===== src/rtl/ppu_rvp_obuf.sv =====
// ----------------------------------------------------------------------------
// ppu_rvp_obuf
// Two-entry result buffer: output register plus skid register.
// ----------------------------------------------------------------------------
module ppu_rvp_obuf (
  input  logic       clk,
  input  logic       rst,
  input  logic       push,
  input  logic [7:0] push_data,
  output logic       full,
  output logic       m_tvalid,
  input  logic       m_tready,
  output logic [7:0] m_tdata
);

  logic       v0, v1;
  logic [7:0] d0, d1;
  logic       pop;

  assign pop      = v0 && m_tready;
  assign full     = v1;
  assign m_tvalid = v0;
  assign m_tdata  = d0;

  // Advance the head, fill the first free slot
  always_ff @(posedge clk) begin
    if (rst) begin
      v0 <= 1'b0;
      v1 <= 1'b0;
    end else begin
      case ({push, pop})
        2'b01: begin
          v0 <= v1;
          v1 <= 1'b0;
        end
        2'b10: begin
          if (!v0) begin
            v0 <= 1'b1;
          end else begin
            v1 <= 1'b1;
          end
        end
        default: begin
        end
      endcase
    end
  end

  always_ff @(posedge clk) begin
    case ({push, pop})
      2'b01: begin
        d0 <= d1;
      end
      2'b10: begin
        if (!v0) begin
          d0 <= push_data;
        end else begin
          d1 <= push_data;
        end
      end
      2'b11: begin
        if (v1) begin
          d0 <= d1;
          d1 <= push_data;
        end else begin
          d0 <= push_data;
        end
      end
      default: begin
      end
    endcase
  end

endmodule

===== config.mk =====
export PLATFORM = sky130hd
export DESIGN_NAME = ppu_rvp_obuf
export DESIGN_NICKNAME = d
export VERILOG_FILES = /design/src/rtl/ppu_rvp_obuf.sv
export SDC_FILE = /design/constraint.sdc
export NUM_CORES = 1
export LEC_CHECK = 0
export BUFFER_PORTS_ARGS = -buffer_cell sky130_fd_sc_hd__clkbuf_2
export CORE_MARGIN = 1.5
export CORE_UTILIZATION = 47
export CTS_CLUSTER_DIAMETER = 40
export DETAILED_ROUTE_END_ITERATION = 10
export GPL_TIMING_DRIVEN = 0
export MAX_ROUTING_LAYER = met4
export PLACE_DENSITY = 0.8
export SLEW_MARGIN = 10
export SYNTH_ARGS = -nofsm -noshare
export SYNTH_HDL_FRONTEND = slang
export SYNTH_SLANG_ARGS = --single-unit

===== constraint.sdc =====
create_clock -name clk -period 1.7 [get_ports clk]
set_input_delay 0.085 -clock clk [delete_from_list [all_inputs] [get_ports clk]]
set_output_delay 0.085 -clock clk [all_outputs]
set_load 0.01 [all_outputs]

== Yosys cells after proc, flatten, opt, wreduce, memory -nomap -nowiden ==
Cells that the tools add are included.
Cells by class
  $add $sub $neg: 0
  multipliers: 0
  divide/modulo/power cells: 0
  order comparisons: 0
  equal/unequal tests: 6
  shift operators: 0
  muxes and demuxes: 9
  bitwise operators: 0
  reductions and logical operators: 7
Operator list (count)
  2-to-1 mux 8 bit: 4
  one-hot mux 8 bit (3 select lines): 1
  one-hot mux 8 bit (2 select lines): 1
  != test 2 bit, second input constant: 3
  equality test 2 bit, second input constant: 2
  one-hot mux 1 bit (2 select lines): 2
  AND reduction 2 bit: 2
  nonzero test 2 bit: 2
  AND reduction 3 bit: 1
  nonzero test 3 bit: 1
  equality test 2 x 1 -> 1 bit, second input constant: 1
  logical AND 1 bit: 1
  2-to-1 mux 1 bit: 1
Word-level totals
  register bits: 18
  bits in latches: 0
  bits in writable memories: 0
  memory bits (read-only): 0
  bits of input ports: 12
  output and inout bits: 10
  logic and storage cells: 26
  memories kept: 0

== Longest topological paths before layout ==
Gate-level depths: netlist of the first run.
  word-level depth: 4
  mapped depth: 3
  mapped depth without buffers: 3

== Worst setup path after synthesis of the first run ==
OpenSTA, ideal clock, no wires.
  kind: register to register
  start point: register v0 (netlist: m_tvalid)
  end point: register d0[0] (netlist: m_tdata[0]) (enable)
  library setup time: 0.384 ns
  arrival time: 1.019 ns
  data required time: 1.316 ns
  path slack: 0.296 ns
  stages on the path, launching flop included: 2
  clock period less this slack: 1.404 ns
  path through: dfxtp_1 > o21ai_0
On the way
  cells in the longest elaborated chain, start to end: 4
  elaborated cells between the ends (all ways): 7
  classes of those cells: eq/ne (4); reduce/logical (3)
RTL lines
  from (decl): RTL line 16  | logic v0, v1;
  from (signal assigned): RTL line 33  | v0 <= v1;
  logical AND 1 bit: RTL line 20  | assign pop = v0 && m_tready;
  equality test 2 bit or equality test 2 x 1 -> 1 bit (tied branches): RTL line 50  | case ({push, pop})
  != test 2 bit (no source line) or nonzero test 3 bit (tied branches)
  AND reduction 2 bit (no source line) (*)
  to (signal assigned): RTL line 56  | d0 <= push_data;
  to (signal assigned): RTL line 66  | d0 <= push_data;
  to (decl): RTL line 17  | logic [7:0] d0, d1;
Every way passes the cells marked *; elsewhere a longest branch is shown, timed or not.
A chain may end at the register's enable or synchronous reset.

== Worst setup path after layout of the first run ==
  start point: register v0 (netlist: m_tvalid)
  end point: register d1[6] (enable)
On the way
  cells in the longest elaborated chain, start to end: 4
  elaborated cells between the ends (all ways): 7
  classes of those cells: eq/ne (4); reduce/logical (3)
RTL lines
  logical AND 1 bit: RTL line 20
  equality test 2 bit: RTL line 50
  != test 2 bit (no source line) or nonzero test 2 bit (tied branches)
  AND reduction 3 bit (no source line) (*)
  to (signal assigned): RTL line 58  | d1 <= push_data;
  to (signal assigned): RTL line 64  | d1 <= push_data;
  to (decl): RTL line 17
Marked as above.

==> results of run 1 <==
[layout make-up]
| type | instances | area share, % |
|---|---|---|
| Clock buffer | 3 | 2.44 |
| Tap cell | 15 | 2.04 |
| Timing Repair Buffer | 30 | 21.2 |
| Inverter | 2 | 0.814 |
| Sequential cell | 18 | 56.4 |
| Multi-Input combinational cell | 19 | 16.7 |
| Clock inverter | 1 | 0.407 |
[power by group through the flow]
stage / registers (mW) / clock network (mW) / logic (mW)
after global routing: 0.521 / 0.232 / 0.106
after global placement: 0.527 / 0 / 0.0777
after detailed placement: 0.528 / 0 / 0.0788
final: 0.517 / 0.207 / 0.0948
after CTS: 0.518 / 0.212 / 0.0954
after floorplan: 0.536 / 0 / 0.0306
[per-stage QoR]
| stage | setup slack [ps] | instances | total power [mW] | hold WS [ps] | cell area (um2) |
|---|---|---|---|---|---|
| 2_1_floorplan | 296 | 39 | 0.567 | 154 | 682 |
| 3_3_place_gp | 59.5 | 75 | 0.605 | 263 | 806 |
| 3_5_place_dp | 84.5 | 75 | 0.607 | 272 | 806 |
| 4_1_cts | 65.3 | 88 | 0.825 | 94.9 | 922 |
| 5_1_grt | 125 | 88 | 0.858 | 126 | 922 |
| 6_report | 218 | 88 | 0.819 | 100 | 922 |
[metal layers]
metal  wire length, um  vias to the layer above  part of all wire [%]  track usage (%)
met2               569                       16                    51             27.7
met3                63                        0                   5.6             3.26
met5                 0                        -                     0                -
met4                 0                        0                     0             4.84
li1                  -                      216                     -                -
met1               484                      190                    43             19.6
[kinds of logic (layout without fill, tap and decap cells)]
group,count (synthesis),in the layout
AO/OA/AOI/OAI,5,5
multiplexers,8,8
buffers and inverters,2,36
AND/OR/NAND/NOR,6,6
flip-flops,18,18
[sequential cells by signal (all words and copies together) (netlist names)]
name / flops
d1: 8
m_tdata: 8
full: 1
m_tvalid: 1
[worst max-delay path, cell delays in order, from the launching register on]
cell and delay, ps:
dfxtp_1 430, o21ai_0 140, nor2_1 550
[layout by cell type (no fill, tap or decap), types with 2 or more instances in the layout]
cell type / n
a21oi_1: 2
clkbuf_2: 21
clkbuf_4: 3
dfxtp_1: 2
dlygate4sd3_1: 9
edfxtp_1: 16
inv_1: 2
mux2_2: 8
nand2_1: 2
o21ai_0: 2
[worst max path at each step]
stage | slack (ps) | start | to | depth (start not counted)
6_report | 220 | m_tvalid$_SDFFE_PP0P_ | d1[6]$_DFFE_PP_ | 2
5_1_grt | 130 | m_tvalid$_SDFFE_PP0P_ | d1[6]$_DFFE_PP_ | 2
4_1_cts | 70 | m_tvalid$_SDFFE_PP0P_ | m_tdata[2]$_DFFE_PP_ | 1
3_5_place_dp | 80 | m_tvalid$_SDFFE_PP0P_ | m_tdata[2]$_DFFE_PP_ | 1
3_3_place_gp | 60 | m_tvalid$_SDFFE_PP0P_ | m_tdata[7]$_DFFE_PP_ | 1
2_1_floorplan | 300 | m_tvalid$_SDFFE_PP0P_ | m_tdata[0]$_DFFE_PP_ | 1
[what timing repair did]
item | in CTS | in global routing
hold endpoints to repair | 10 | 0
resized for setup | 0 | 1
endpoints found under the setup margin | 0 | 8
hold buffers | 9 | 0
buffers inserted | 0 | 0
==> impl_metrics.tcl, run 1 <==
set metrics [dict create \
    status "finished, final reports clean" \
    p_comb_share_pct 11.6 \
    synth-compound-area-share_pct 3.67 \
    grt_max_degree 11 \
    synth_xor_area_share_pct 0 \
    clock_latency_ps 280 \
    clock-sinks 18 \
    fillCellCount 99 \
    synth_edf_count 16 \
    cts_tree "yes" \
    start_util_pct 51.1 \
    skew_ps 4.32 \
    crit_path_start_kind "flip-flop" \
    ys_async_sr_fraction_pct 0 \
    dr_total_vias 422 \
    crit_arrival_ps 1400 \
    antenna_found_initial 0 \
    synth_common_cells "16 x edfxtp_1, 8 x mux2_2, 3 x o21ai_0" \
    regArea_um2 520 \
    synth_top_family_by_area "multiplexers" \
    hold_viol_final 0 \
    cts_max_level 1 \
    hold_path.class "input port to flip-flop" \
    synthMuxAreaShare_pct 13.2 \
    switching_power_mw 0.176 \
    multi_input_area_um2 154 \
    utilization_pct 69.1 \
    crit_path_end_kind "flip-flop" \
    yosysMostFrequentCell "edfxtp_1" \
    io_pins 22 \
    critPathMaxFanout 8 \
    cts-root-buf "clkbuf_4" \
    period_share_pct 87.2 \
    intPower_mw 0.643 \
    worstSetupPathType "flip-flop to flip-flop" \
    n_antenna_cell 0 \
    num_rows 13 \
    drv_slew 0 \
    grt_overflow 0 \
    hpwl_um 757 \
    nets 86 \
    numPortBuffers 21 \
    drc 0 \
    die_area_um2 1690 \
    min_path_cells 3 \
    clkPwrFrac_pct 25.3 \
    reg2reg_slack_ps 220 \
    synth_cell_type_count 11 \
    synth-adder-area-share_pct 0 \
    numCtsBuffers 3 \
    syn-num-nets 51 \
    synthSimpleGateAreaFrac_pct 5.69 \
    rsz0062_at_grt "no" \
    fmax_mhz 675 \
    yosysSeqAreaShare_pct 76.3 \
    cp.required_ps 1620 \
    p_per_area_nw_per_um2 888 \
    gp_congestion 0.669 \
    cellLeakagePower_nw 0.368 \
    clk_pin_slew_ps 100 \
    clk_path_buf_depth 2 \
    setup_violations 0 \
    synth.avg_cell_area_um2 17.5 \
    grt.total_usage_pct 16.4 \
    pwr-share-seq_pct 63.1 \
    relSlewSlack_pct 53.0 \
    fin_crit_ps 1480 \
    vias_per_cell 4.80 \
    coreArea_um2 1330 \
    synth_top_area_share_pct 70.5 \
    fp.dieH_um 41.1 \
    drtIter0Drc 5 \
    netlist_area_um2 682 \
    grt_pass1_wl_um 1690 \
    min_from "push" \
    rr_worst_depth 2 \
    ys_warn_count 0 \
    worst_pin_slew_ps 701 \
    setup_tns_ps 0 \
    ys_ff_latch 18 \
    ys.flop_type "edfxtp_1" \
    yosys-top-cells-area "edfxtp_1 70%, mux2_2 13%, dfxtp_1 5.9%" \
    dr.pass1.iters 4 \
    syn_inst 39 \
    areaGrowthSynthToFinish_pct 35.2 \
    reg2reg_from "m_tvalid$_SDFFE_PP0P_" \
    synth_top_cell_by_area "edfxtp_1" \
    drive_above_1_share_pct 46.6 \
    ir_drop_uv 551 \
    swShare_pct 21.4 \
    wl_um 1120 \
    ant_nets 0 \
    wl_per_cell_um 12.7 \
    drv_cap 0 \
    holdPathEnd "full$_SDFFE_PP0P_" \
    die_w_um 41.1 \
    grt_pass1_vias 425 \
    worstReg2RegEnd "d1[6]$_DFFE_PP_" \
]
Power figures use the tool's default switching activity.
==> inputs of run 2 (changes only) <==
BUFFER_PORTS_ARGS = not set   (was -buffer_cell sky130_fd_sc_hd__clkbuf_2)
CORE_AREA = 2 2 39 41   (was not set)
CORE_MARGIN = not set   (was 1.5)
CORE_UTILIZATION = not set   (was 47)
CTS_CLUSTER_SIZE = 24   (was not set)
DIE_AREA = 0 0 41 43   (was not set)
DONT_BUFFER_PORTS = 1   (was not set)
GPL_ROUTABILITY_DRIVEN = 0   (was not set)
PLACE_DENSITY = 0.71   (was 0.8)
==> impl_metrics.tcl, run 2 (same netlist as run 1, synthesis figures left out) <==
set metrics [dict create \
    multi_input_area_um2 154 \
    min_path_cells 1 \
    cp.required_ps 1620 \
    mostFrequentLayoutCell "edfxtp_1" \
    crit_arrival_ps 1450 \
    fmax_mhz 655 \
    worstSetupPathType "flip-flop to flip-flop" \
    cts_tree "yes" \
    vias_per_cell 5.29 \
    hold_viol_final 0 \
    drtIter0Drc 4 \
    reg2reg_slack_ps 170 \
    hold_path.class "input port to flip-flop" \
    p_per_area_nw_per_um2 949 \
    numPortBuffers 0 \
    dr_total_vias 370 \
    worstReg2RegEnd "d1[0]$_DFFE_PP_" \
    drive_above_1_share_pct 24.1 \
    relSlewSlack_pct 49.8 \
    regArea_um2 520 \
    grt_overflow 0 \
    clock_latency_ps 280 \
    clk_path_buf_depth 2 \
    status "finished, final reports clean" \
    ir_drop_uv 527 \
    wl_per_cell_um 15.5 \
    coreArea_um2 1380 \
    clock-sinks 18 \
    areaGrowthSynthToFinish_pct 22.9 \
    postCtsSetupRepairBufs 0 \
    cts_max_level 1 \
    die_area_um2 1760 \
    min_from "push_data[7]" \
    reg2reg_from "m_tvalid$_SDFFE_PP0P_" \
    worst_pin_slew_ps 748 \
    rsz0062_at_grt "no" \
    period_share_pct 89.8 \
    ant_nets 0 \
    skew_ps 8.18 \
    final_cell_mix "16 x edfxtp_1, 11 x dlygate4sd3_1, 8 x mux2_2" \
    start_util_pct 49.3 \
    setup_tns_ps 0 \
    die_w_um 41 \
    dr.pass1.iters 4 \
    grt_max_degree 11 \
    drv_cap 0 \
    clk_pin_slew_ps 100 \
    place_inst 55 \
    crit_path_end_kind "flip-flop" \
    hold_slack_ps 16.1 \
    crit_path_start_kind "flip-flop" \
    grt.total_usage_pct 15.3 \
    intPower_mw 0.634 \
    holdPathEnd "m_tdata[7]$_DFFE_PP_" \
    n_antenna_cell 0 \
    nets 67 \
    drc 0 \
    fillCellCount 105 \
    fp.dieH_um 43 \
    swShare_pct 20.2 \
    grt_pass1_wl_um 1670 \
    switching_power_mw 0.161 \
    num_rows 14 \
    cts-root-buf "clkbuf_4" \
    numCtsBuffers 3 \
    final_cells 70 \
    clkPwrFrac_pct 26.1 \
    critPathMaxFanout 8 \
    cellLeakagePower_nw 0.290 \
    antenna_found_initial 0 \
    rr_worst_depth 2 \
    fin_crit_ps 1530 \
    drv_slew 0 \
    grt_pass1_vias 377 \
    setup_violations 0 \
    p_comb_share_pct 7.4 \
    io_pins 22 \
    pwr-share-seq_pct 66.5 \
    wl_um 1090 \
]
## run 2: final cells by class
type                       instances  share of cell area [%]
clock buffer                       4                    3.13
inverter                           2                   0.896
multi-input combinational         19                    18.4
sequential                        18                    62.1
tap                               16                    2.39
timing repair buffer              11                    13.1
## run 2: power groups by stage
stage               Combinational (mW)  Clock, mW  Sequential (mW)
floorplan                       0.0306          0            0.536
global placement                0.0348          0            0.539
detailed placement              0.0373          0            0.540
CTS                             0.0589      0.217            0.529
global route                    0.0635      0.232            0.532
finish                          0.0588      0.208            0.529
## run 2: how the worst max path moves through the flow
stage	start	to	slack, ps	depth (start not counted)
final	m_tvalid$_SDFFE_PP0P_	d1[0]$_DFFE_PP_	170	2
after global routing	m_tvalid$_SDFFE_PP0P_	d1[0]$_DFFE_PP_	50	2
after CTS	m_tvalid$_SDFFE_PP0P_	d1[5]$_DFFE_PP_	180	2
after detailed placement	m_tvalid$_SDFFE_PP0P_	m_tdata[6]$_DFFE_PP_	8	1
after global placement	m_tvalid$_SDFFE_PP0P_	m_tdata[6]$_DFFE_PP_	70	1
after floorplan	m_tvalid$_SDFFE_PP0P_	m_tdata[0]$_DFFE_PP_	300	1
## run 2: critical path, cell delays in order, from the launching register on
cell     delay, ps
dfxtp_1        470
o21ai_0        170
nor2_1         530
## run 2: stage by stage
stage / util, % / instance area, um2 / total power [mW] / worst slack (ps)
2_1_floorplan: - / 682 / 0.567 / 296
3_3_place_gp: 50.7 / 702 / 0.574 / 67.8
3_5_place_dp: 50.7 / 702 / 0.577 / 8.46
4_1_cts: 60.6 / 838 / 0.805 / 175
5_1_grt: 60.6 / 838 / 0.827 / 54.0
6_report: 60.6 / 838 / 0.795 / 173
## run 2: per-layer routing
| metal | global-route usage (%) | vias to the layer above | part of all wire (%) |
|---|---|---|---|
| met5 | - | - | 0 |
| met1 | 18.5 | 178 | 41 |
| met3 | 3.14 | 0 | 3.2 |
| met4 | 8.00 | 0 | 0 |
| li1 | - | 177 | - |
| met2 | 23.1 | 15 | 56 |
## run 2: repair_timing
| action | CTS | global route |
|---|---|---|
| hold buffers | 11 | 0 |
| setup endpoints to repair | 2 | 0 |
| endpoints found under the hold margin | 10 | 0 |
| resized for setup | 1 | 0 |
