===== config.mk =====
export PLATFORM = sky130hd
export DESIGN_NAME = ppu_rvp_ctrl
export DESIGN_NICKNAME = d
export VERILOG_FILES = /design/src/rtl/ppu_rvp_pkg.sv /design/src/rtl/ppu_rvp_ctrl.sv
export SDC_FILE = /design/constraint.sdc
export NUM_CORES = 1
export LEC_CHECK = 0
export CORE_MARGIN = 2
export CORE_UTILIZATION = 50
export DETAILED_ROUTE_END_ITERATION = 10
export DONT_BUFFER_PORTS = 1
export HOLD_SLACK_MARGIN = 0.03
export PLACE_DENSITY = 0.64
export SETUP_SLACK_MARGIN = 0.2
export SLEW_MARGIN = 30
export SYNTH_ARGS = -nofsm -noshare
export SYNTH_HDL_FRONTEND = slang
export SYNTH_SLANG_ARGS = --single-unit

===== constraint.sdc =====
create_clock -name clk -period 2.86 [get_ports clk]
set_input_delay 0.286 -clock clk [delete_from_list [all_inputs] [get_ports clk]]
set_output_delay 0.286 -clock clk [all_outputs]
set_load 0.02 [all_outputs]

===== src/rtl/ppu_rvp_pkg.sv =====
// ----------------------------------------------------------------------------
// ppu_rvp_pkg
// Shared types, codes and sizes for the video chip register and VRAM port.
// ----------------------------------------------------------------------------
package ppu_rvp_pkg;

  // Event codes carried in the operation field
  typedef enum logic [2:0] {
    OP_READ      = 3'd0,
    OP_WRITE     = 3'd1,
    OP_FRAME     = 3'd2,
    OP_LINE      = 3'd3,
    OP_VBL_START = 3'd4,
    OP_VBL_END   = 3'd5
  } ppu_op_t;

  // CPU-visible register numbers
  localparam logic [2:0] REG_CTRL     = 3'd0;
  localparam logic [2:0] REG_MASK     = 3'd1;
  localparam logic [2:0] REG_STATUS   = 3'd2;
  localparam logic [2:0] REG_OAM_ADDR = 3'd3;
  localparam logic [2:0] REG_OAM_DATA = 3'd4;
  localparam logic [2:0] REG_SCROLL   = 3'd5;
  localparam logic [2:0] REG_ADDR     = 3'd6;
  localparam logic [2:0] REG_DATA     = 3'd7;

  // Configuration register numbers (byte address / 4)
  localparam logic CFG_NT_MAP = 1'b0;
  localparam logic CFG_WP     = 1'b1;

  localparam logic [7:0] NT_MAP_RESET = 8'h44;

  // Memory sizes
  localparam int PAT_DEPTH = 8192;
  localparam int PAT_AW    = $clog2(PAT_DEPTH);
  localparam int NT_DEPTH  = 4096;
  localparam int NT_AW     = $clog2(NT_DEPTH);
  localparam int SPR_DEPTH = 256;
  localparam int SPR_AW    = $clog2(SPR_DEPTH);

  // Memory access request from the register logic
  typedef struct packed {
    logic              pat_we;
    logic              pat_re;
    logic              nt_we;
    logic              nt_re;
    logic              spr_we;
    logic [PAT_AW-1:0] pat_addr;
    logic [NT_AW-1:0]  nt_addr;
    logic [SPR_AW-1:0] spr_addr;
    logic [7:0]        wdata;
  } vram_req_t;

endpackage


===== src/rtl/ppu_rvp_ctrl.sv =====
// ----------------------------------------------------------------------------
// ppu_rvp_ctrl
// Register bytes, scroll latches, write toggle, sprite pointer and palettes.
// Decodes one event per beat and issues at most one memory access.
// ----------------------------------------------------------------------------
module ppu_rvp_ctrl (
  input  logic                   clk,
  input  logic                   rst,
  input  logic                   accept,
  input  logic [2:0]             operation,
  input  logic [2:0]             reg_index,
  input  logic [7:0]             write_data,
  input  logic [7:0]             nametable_map,
  input  logic                   pattern_write_protect,
  input  logic [7:0]             read_buffer,
  output ppu_rvp_pkg::vram_req_t req,
  output logic [7:0]             read_data
);
  import ppu_rvp_pkg::*;

  localparam logic [15:0] SCROLL_X_KEEP = 16'hFBE0;
  localparam logic [14:0] SCROLL_X_TAKE = 15'h041F;
  localparam logic [15:0] FINE_Y_CLEAR  = 16'h8FFF;
  localparam logic [15:0] COARSE_Y_CLR  = 16'hFC1F;
  localparam logic [15:0] NT_V_FLIP     = 16'h0800;
  localparam logic [15:0] ROW_STEP      = 16'h0020;
  localparam logic [15:0] FINE_Y_STEP   = 16'h1000;
  localparam logic [4:0]  COARSE_Y_LAST = 5'd29;
  localparam logic [4:0]  COARSE_Y_MAX  = 5'd31;
  localparam logic [5:0]  PAL_PAGE      = 6'h3F;

  logic [7:0]  regs [8];
  logic [14:0] temp_address;
  logic [15:0] current_address;
  logic [2:0]  fine_x;
  logic        write_toggle;
  logic        increment_by_row;
  logic [7:0]  sprite_pointer;
  logic [5:0]  bg_pal  [16];
  logic [5:0]  spr_pal [16];

  logic [7:0]  regs_next [8];
  logic [14:0] temp_next;
  logic [15:0] current_next;
  logic [2:0]  fine_x_next;
  logic        toggle_next;
  logic        inc_row_next;
  logic [7:0]  sprite_pointer_next;
  logic        bg_we, spr_we_pal;
  logic [3:0]  pal_idx;
  logic [5:0]  pal_d;

  logic [13:0] port_addr;
  logic        is_pal;
  logic        is_pat;
  logic [7:0]  map_shift;
  logic [15:0] bumped;
  logic        rendering;
  logic [15:0] v;

  // Data-port address decode
  assign port_addr = current_address[13:0];
  assign is_pal    = (port_addr[13:8] == PAL_PAGE);
  assign is_pat    = !port_addr[13];
  assign map_shift = nametable_map >> {port_addr[11:10], 1'b0};
  assign bumped    = current_address + (increment_by_row ? 16'd32 : 16'd1);
  assign rendering = (regs[REG_MASK][4:3] != 2'b00);

  // Decode one event
  always_comb begin
    for (int i = 0; i < 8; i++) begin
      regs_next[i] = regs[i];
    end
    temp_next           = temp_address;
    current_next        = current_address;
    fine_x_next         = fine_x;
    toggle_next         = write_toggle;
    inc_row_next        = increment_by_row;
    sprite_pointer_next = sprite_pointer;
    bg_we               = 1'b0;
    spr_we_pal          = 1'b0;
    pal_idx             = port_addr[3:0];
    pal_d               = write_data[5:0];
    read_data           = 8'h00;
    v                   = '0;
    req                 = '0;
    req.pat_addr        = port_addr[PAT_AW-1:0];
    req.nt_addr         = {map_shift[1:0], port_addr[9:0]};
    req.spr_addr        = sprite_pointer;
    req.wdata           = write_data;

    unique case (operation)
      OP_READ: begin
        unique case (reg_index)
          REG_STATUS: begin
            read_data               = regs[REG_STATUS];
            regs_next[REG_STATUS][7] = 1'b0;
            toggle_next             = 1'b0;
          end
          REG_DATA: begin
            current_next = bumped;
            if (is_pal) begin
              read_data = {2'b00, port_addr[4] ? spr_pal[port_addr[3:0]]
                                               : bg_pal[port_addr[3:0]]};
            end else begin
              read_data  = read_buffer;
              req.pat_re = is_pat;
              req.nt_re  = !is_pat;
            end
          end
          default: begin
            read_data = regs[reg_index];
          end
        endcase
      end
      OP_WRITE: begin
        regs_next[reg_index] = write_data;
        unique case (reg_index)
          REG_CTRL: begin
            inc_row_next     = write_data[2];
            temp_next[11:10] = write_data[1:0];
          end
          REG_OAM_ADDR: begin
            sprite_pointer_next = write_data;
          end
          REG_OAM_DATA: begin
            req.spr_we          = 1'b1;
            sprite_pointer_next = sprite_pointer + 8'd1;
          end
          REG_SCROLL: begin
            toggle_next = !write_toggle;
            if (!write_toggle) begin
              temp_next[4:0] = write_data[7:3];
              fine_x_next    = write_data[2:0];
            end else begin
              temp_next[9:5]   = write_data[7:3];
              temp_next[14:12] = write_data[2:0];
            end
          end
          REG_ADDR: begin
            toggle_next = !write_toggle;
            if (!write_toggle) begin
              temp_next[14:8] = {1'b0, write_data[5:0]};
            end else begin
              temp_next[7:0] = write_data;
              current_next   = {1'b0, temp_address[14:8], write_data};
            end
          end
          REG_DATA: begin
            current_next = bumped;
            if (is_pal) begin
              if (port_addr[3:0] == 4'h0) begin
                bg_we      = 1'b1;
                spr_we_pal = 1'b1;
              end else begin
                bg_we      = !port_addr[4];
                spr_we_pal = port_addr[4];
              end
            end else if (is_pat) begin
              req.pat_we = !pattern_write_protect;
            end else begin
              req.nt_we = 1'b1;
            end
          end
          default: begin
          end
        endcase
      end
      OP_FRAME: begin
        if (rendering) begin
          current_next = {1'b0, temp_address};
        end
      end
      OP_LINE: begin
        if (rendering) begin
          // Reload horizontal scroll, then step down one pixel row
          v = (current_address & SCROLL_X_KEEP) | {1'b0, temp_address & SCROLL_X_TAKE};
          if (v[14:12] == 3'b111) begin
            v = v & FINE_Y_CLEAR;
            if (v[9:5] == COARSE_Y_LAST) begin
              v = (v ^ NT_V_FLIP) & COARSE_Y_CLR;
            end else if (v[9:5] == COARSE_Y_MAX) begin
              v = v & COARSE_Y_CLR;
            end else begin
              v = v + ROW_STEP;
            end
          end else begin
            v = v + FINE_Y_STEP;
          end
          current_next = v;
        end
      end
      OP_VBL_START: begin
        regs_next[REG_STATUS][7] = 1'b1;
      end
      OP_VBL_END: begin
        regs_next[REG_STATUS][7:6] = 2'b00;
      end
      default: begin
      end
    endcase

    if (!accept) begin
      req.pat_we = 1'b0;
      req.pat_re = 1'b0;
      req.nt_we  = 1'b0;
      req.nt_re  = 1'b0;
      req.spr_we = 1'b0;
    end
  end

  // Update state on an accepted beat
  always_ff @(posedge clk) begin
    if (rst) begin
      for (int i = 0; i < 8; i++) begin
        regs[i] <= 8'h00;
      end
      for (int i = 0; i < 16; i++) begin
        bg_pal[i]  <= 6'h00;
        spr_pal[i] <= 6'h00;
      end
      temp_address     <= '0;
      current_address  <= '0;
      fine_x           <= '0;
      write_toggle     <= 1'b0;
      increment_by_row <= 1'b0;
      sprite_pointer   <= '0;
    end else if (accept) begin
      for (int i = 0; i < 8; i++) begin
        regs[i] <= regs_next[i];
      end
      if (bg_we) begin
        bg_pal[pal_idx] <= pal_d;
      end
      if (spr_we_pal) begin
        spr_pal[pal_idx] <= pal_d;
      end
      temp_address     <= temp_next;
      current_address  <= current_next;
      fine_x           <= fine_x_next;
      write_toggle     <= toggle_next;
      increment_by_row <= inc_row_next;
      sprite_pointer   <= sprite_pointer_next;
    end
  end

endmodule


Yosys cells after proc, flatten, opt, wreduce, memory -nomap -nowiden
Memories as Yosys holds them, arrays and structs flattened. A register that Yosys moved wholly into a read port is not among the register bits.
Index checks and enable logic that the tools add are counted.
{"block": "classes", "n_reduce_logical": 25, "n_mul": 0, "n_eq_ne": 26, "addsub": 4, "bitwise_logic": 11, "magnitude_cmp": 2, "n_shift": 1, "div": 0, "n_mux": 90}
{"operator": "16-bit two-way mux", "n": 8}
{"operator": "8-bit two-way mux", "n": 12}
{"operator": "64-bit bitwise mux", "n": 1}
{"operator": "16-bit case mux with 4 select lines", "n": 1}
{"operator": "46-bit two-way mux", "n": 1}
{"operator": "1-bit two-way mux", "n": 42}
{"operator": "16-bit case mux with 2 select lines", "n": 1}
{"operator": "8-bit case mux with 2 select lines", "n": 2}
{"operator": "8-bit demux with 3-bit select", "n": 1}
{"operator": "4-bit two-way mux", "n": 6}
{"operator": "6-bit two-way mux", "n": 4}
{"operator": "3-bit equality test, second input constant", "n": 7}
{"operator": "10-bit case mux with 2 select lines", "n": 1}
{"operator": "16-bit by 13-bit adder with 16-bit output, second input constant", "n": 1}
{"operator": "16-bit by 6-bit adder with 16-bit output", "n": 1}
{"operator": "16-bit by 6-bit adder with 16-bit output, second input constant", "n": 1}
{"operator": "16-bit by 11-bit OR with 16-bit output", "n": 1}
{"operator": "5-bit two-way mux", "n": 3}
{"operator": "5-bit AND reduction", "n": 3}
{"operator": "2-bit != test, second input constant", "n": 7}
{"operator": "3-bit by 2-bit equality test with 1-bit output, second input constant", "n": 4}
{"operator": "6-bit OR reduction", "n": 2}
{"operator": "5-bit equality test, second input constant", "n": 2}
{"operator": "2-bit nonzero test", "n": 5}
{"operator": "other kinds (27)", "n": 42}
{"block": "totals", "romBits": 0, "n_memories": 3, "output_inout_bits": 54, "elab_cells": 170, "inputBits": 34, "latchBits": 0, "ramBits": 256, "register_bits": 41}
{"name": "bg_pal", "words": 16, "word_bits": 6, "rd": 1, "rd_clocked_by_memory_dff": 1, "wr": 16, "line": "ppu_rvp_ctrl.sv:39", "rtl": "logic [5:0] bg_pal [16];"}
{"name": "spr_pal", "words": 16, "word_bits": 6, "rd": 1, "rd_clocked_by_memory_dff": 1, "wr": 16, "line": "ppu_rvp_ctrl.sv:40", "rtl": "logic [5:0] spr_pal [16];"}
{"name": "regs", "words": 8, "word_bits": 8, "rd": 9, "rd_clocked_by_memory_dff": 0, "wr": 8, "line": "ppu_rvp_ctrl.sv:32", "rtl": "logic [7:0] regs [8];"}

Longest topological paths before layout
{"block": "depth", "depth_word": 11, "mapped_depth": 9, "mapped_depth_nobuf": 8}

Worst setup path after synthesis
OpenSTA, ideal clock, no wires.
{"block": "synth_timing", "path_kind": "input port to output port", "from": "input reg_index[0]", "to": "output read_data[5]", "path_stages": 7, "path_buffers": 2, "required_time_ps": 2574, "arrival_time_ps": 2501, "slack_ps": 73, "cell_sequence": "clkbuf_1 > nand3_1 > clkbuf_1 > a31oi_1 > a221oi_1 > and4b_1 > a2111oi_0"}
{"block": "synth_via", "elab_chain_cells": 3, "elab_cells_between_ends": 5, "classes_between": "2 x eq/ne; 2 x mux; 1 x memory"}
{"item": "from (decl)", "line": "ppu_rvp_ctrl.sv:11", "rtl": "input logic [2:0] reg_index,"}
{"item": "memory read 8 x 8 bit, or another cell as far along"}
{"item": "8-bit case mux with 2 select lines (*)", "line": "ppu_rvp_ctrl.sv:94", "rtl": "unique case (reg_index)"}
{"item": "8-bit two-way mux (*)", "line": "ppu_rvp_ctrl.sv:92", "rtl": "unique case (operation)"}
{"item": "to (decl)", "line": "ppu_rvp_ctrl.sv:17", "rtl": "output logic [7:0] read_data"}
Mark *: on every way between the ends. The rest lies on a longest branch, timed or not.

==> out/results.ini <==
[route]
vias=11660
routed_wl_mm=45.3
drt_iter0_drc=1192
top_layer_used=met4
wl_per_cell_um=23.9
drc=0
avgViaCountPerCell=6.15
dr.pass1.iters=5
wl_met1_mm=18.3
met3_length_mm=3.40
wl_met2_mm=22.0
postRouteAntennaNets=0

[finish]
drive_above_1_share=0.167
n_antenna_cell=0
regArea_um2=8350
num-fill-cells=2543
multi_input_area_um2=6920
layout_common_cells=edfxtp_1, and2_1, nand2_1, nor2_1, a21oi_1
syn2layout_area_growth_pct=13.9
nets=1517
mostFrequentLayoutCell=edfxtp_1

[min_path]
whs_path_depth=2
min_from=write_data[1]
worstHoldEndpoint=regs[1][1]$_SDFFCE_PN0P_
hp-class=primary input to flip-flop

[yosys]
avgSynthCellArea_um2=10.6
syn_inst=1485
ys_seq_elements=292
synth_flop_cell=edfxtp_1
synth_fp_nets=1529
synth.distinct_cells=69
synthesis.area_um2=15700
synth_edf_count=248
async_reset_ff_frac=0
ys_seq_area_frac=0.529
yosysWarnings=0

[sta]
min_period_over_period=0.978
fin_skew_ns=0.00885
setup_viol=0
fin_ws_ns=0.0621
finalHoldViolCount=0
worstMarginPinSlew_ns=0.723
fmax_ghz=0.357
setup_tns_ns=0
rsz0062_at_grt=true
slew-limit-headroom=0.518
fin_crit_ns=2.80
drv_slew=0

[worst_setup_path]
slowest_delay_ns=0.54
reg2reg_to=current_address[10]$_SDFFE_PP0P_
worstPathCellList=buf_8 > mux4_2 > mux2i_1 > mux2i_1 > o21ai_1 > a2111oi_2 > buf_4
worstPathArrival_ns=2.51
crit_path_max_fanout=6
worstSetupPathType=flip-flop to primary output
crit_slowest_cell=mux4_2
cp-start-kind=flip-flop
timing.rr.start=current_address[5]$_SDFFE_PP0P_
reg2regPathDepth=8
critPathTopFamily=multiplexers
worstPathRequired_ns=2.57
reg2reg_setup_slack_ns=0.37
path_buf_inv=2
worst_path_most_repeated_cell=mux2i_1
end_kind=primary output

[cts]
clockRootBuffer=clkbuf_16
clockBufferDepth=3
htreeDepth=2
cts.sinks=292
path_clk_slew_ns=0.06
cts_tree=built
cts_buffers=34
clock_latency_ns=0.51

[run]
drv_cap=0

[pwr]
powerDensity_nw_per_um2=554
p_leak_nw=6.32
max-vdd-ir-drop_mv=0.428

[place]
dp_hpwl_mm=27.8
dp_slack_ns=0.0307
place_congestion=0.930
io_buffers=0

[grt]
antenna_found_initial=0
grt_pass1_vias=11537
grt_pass1_wl_mm=68.7
grt.overflow.total=0
track_usage=0.274
grt_start_max_net_pins=52

[die]
dieArea_um2=32900
die_w_um=181
die_y_um=181
coreArea_um2=30800
initial_utilization=0.510
rows=64
ios=88

[run_status]
status=finished clean

[how the worst max path moves through the flow]
stage                                     to  slack (ns)  cells past startpoint
floorplan           regs[0][0]$_SDFFCE_PN0P_        0.22                      4
global placement                read_data[4]        0.04                      7
detailed placement              read_data[4]        0.03                      7
CTS                             read_data[5]        0.08                      7
global route                    read_data[5]       0.003                      8
finish                          read_data[5]        0.06                      7
[Yosys cell counts, types with 12 or more instances]
master    number  area share
nand3_1       30      0.0095
nand2_1      119       0.028
and2_1       198       0.079
clkbuf_1      99       0.024
nor3_1        26      0.0083
buf_4         32       0.015
nand4_1       13      0.0052
dfxtp_1       44       0.056
a311oi_1      12      0.0067
nor2_1       103       0.025
nand3b_1      13      0.0062
inv_1         13      0.0031
a21oi_1       94       0.030
edfxtp_1     248        0.47
or2_2         36       0.014
mux2i_1      103       0.066
a22oi_1       36       0.017
o21ai_0       37       0.012
nand2b_1      17      0.0068
a211oi_1      14      0.0067
[cells by family (layout without fill, tap and decap cells)]
logic type / count (synthesis) / after routing / share of synthesized area
flops: 292 / 292 / 0.529
simple gates: 620 / 620 / 0.213
xor+xnor: 2 / 2 / 0.00111
mux: 119 / 119 / 0.0841
fa+ha+maj: 10 / 10 / 0.00795
compound gates: 275 / 275 / 0.115
buf+inv: 167 / 181 / 0.0489
[sequential cells by signal, summed over array words and instances, names as in the netlist, named ones only]
signal and count:
temp_address 15, bg_pal 96, increment_by_row 1, sprite_pointer 8
regs 56, spr_pal 96, current_address 15, write_toggle 1
[power by group]
group	internal, mW	switching, mW
combinational	0.342	0.533
sequential	4.77	0.0907
clock	2.50	1.70
[routing by layer]
metal | GRT usage | up-vias
li1 | - | 5381
met1 | 0.347 | 5701
met2 | 0.461 | 479
met3 | 0.0612 | 99
met4 | 0.103 | 0
met5 | 0 | -
[timing repair]
item,in CTS,in global routing
gates cloned,1,0
hold buffers,19,0
setup endpoints to repair,9,63
resized for setup,51,23
pin swaps,9,7
endpoints found under the hold margin,280,0
buffers inserted,12,5
[final cells by class]
class / count / area share
inverters: 13 / 0.00272
clock buffers: 56 / 0.0584
clock inverters: 6 / 0.00168
multi-input cells: 1026 / 0.386
well taps: 396 / 0.0276
repair buffers: 106 / 0.0581
flip-flops and latches: 292 / 0.466
[metrics by stage]
| stage | power (mW) | hold slack, ns | instance area [µm²] | util | cells |
|---|---|---|---|---|---|
| 3_3_place_gp | 5.60 | 0.363 | 16100 | 0.521 | 1796 |
| 4_1_cts | 9.94 | 0.0311 | 17800 | 0.576 | 1890 |
| 5_1_grt | 10.2 | 0.0311 | 17900 | 0.581 | 1895 |
| 2_1_floorplan | 5.50 | 0.445 | 15700 | - | 1485 |
| 6_report | 9.93 | 0.0432 | 17900 | 0.581 | 1895 |
| 3_5_place_dp | 5.61 | 0.364 | 16100 | 0.521 | 1796 |
Power figures use the tool's default switching activity.
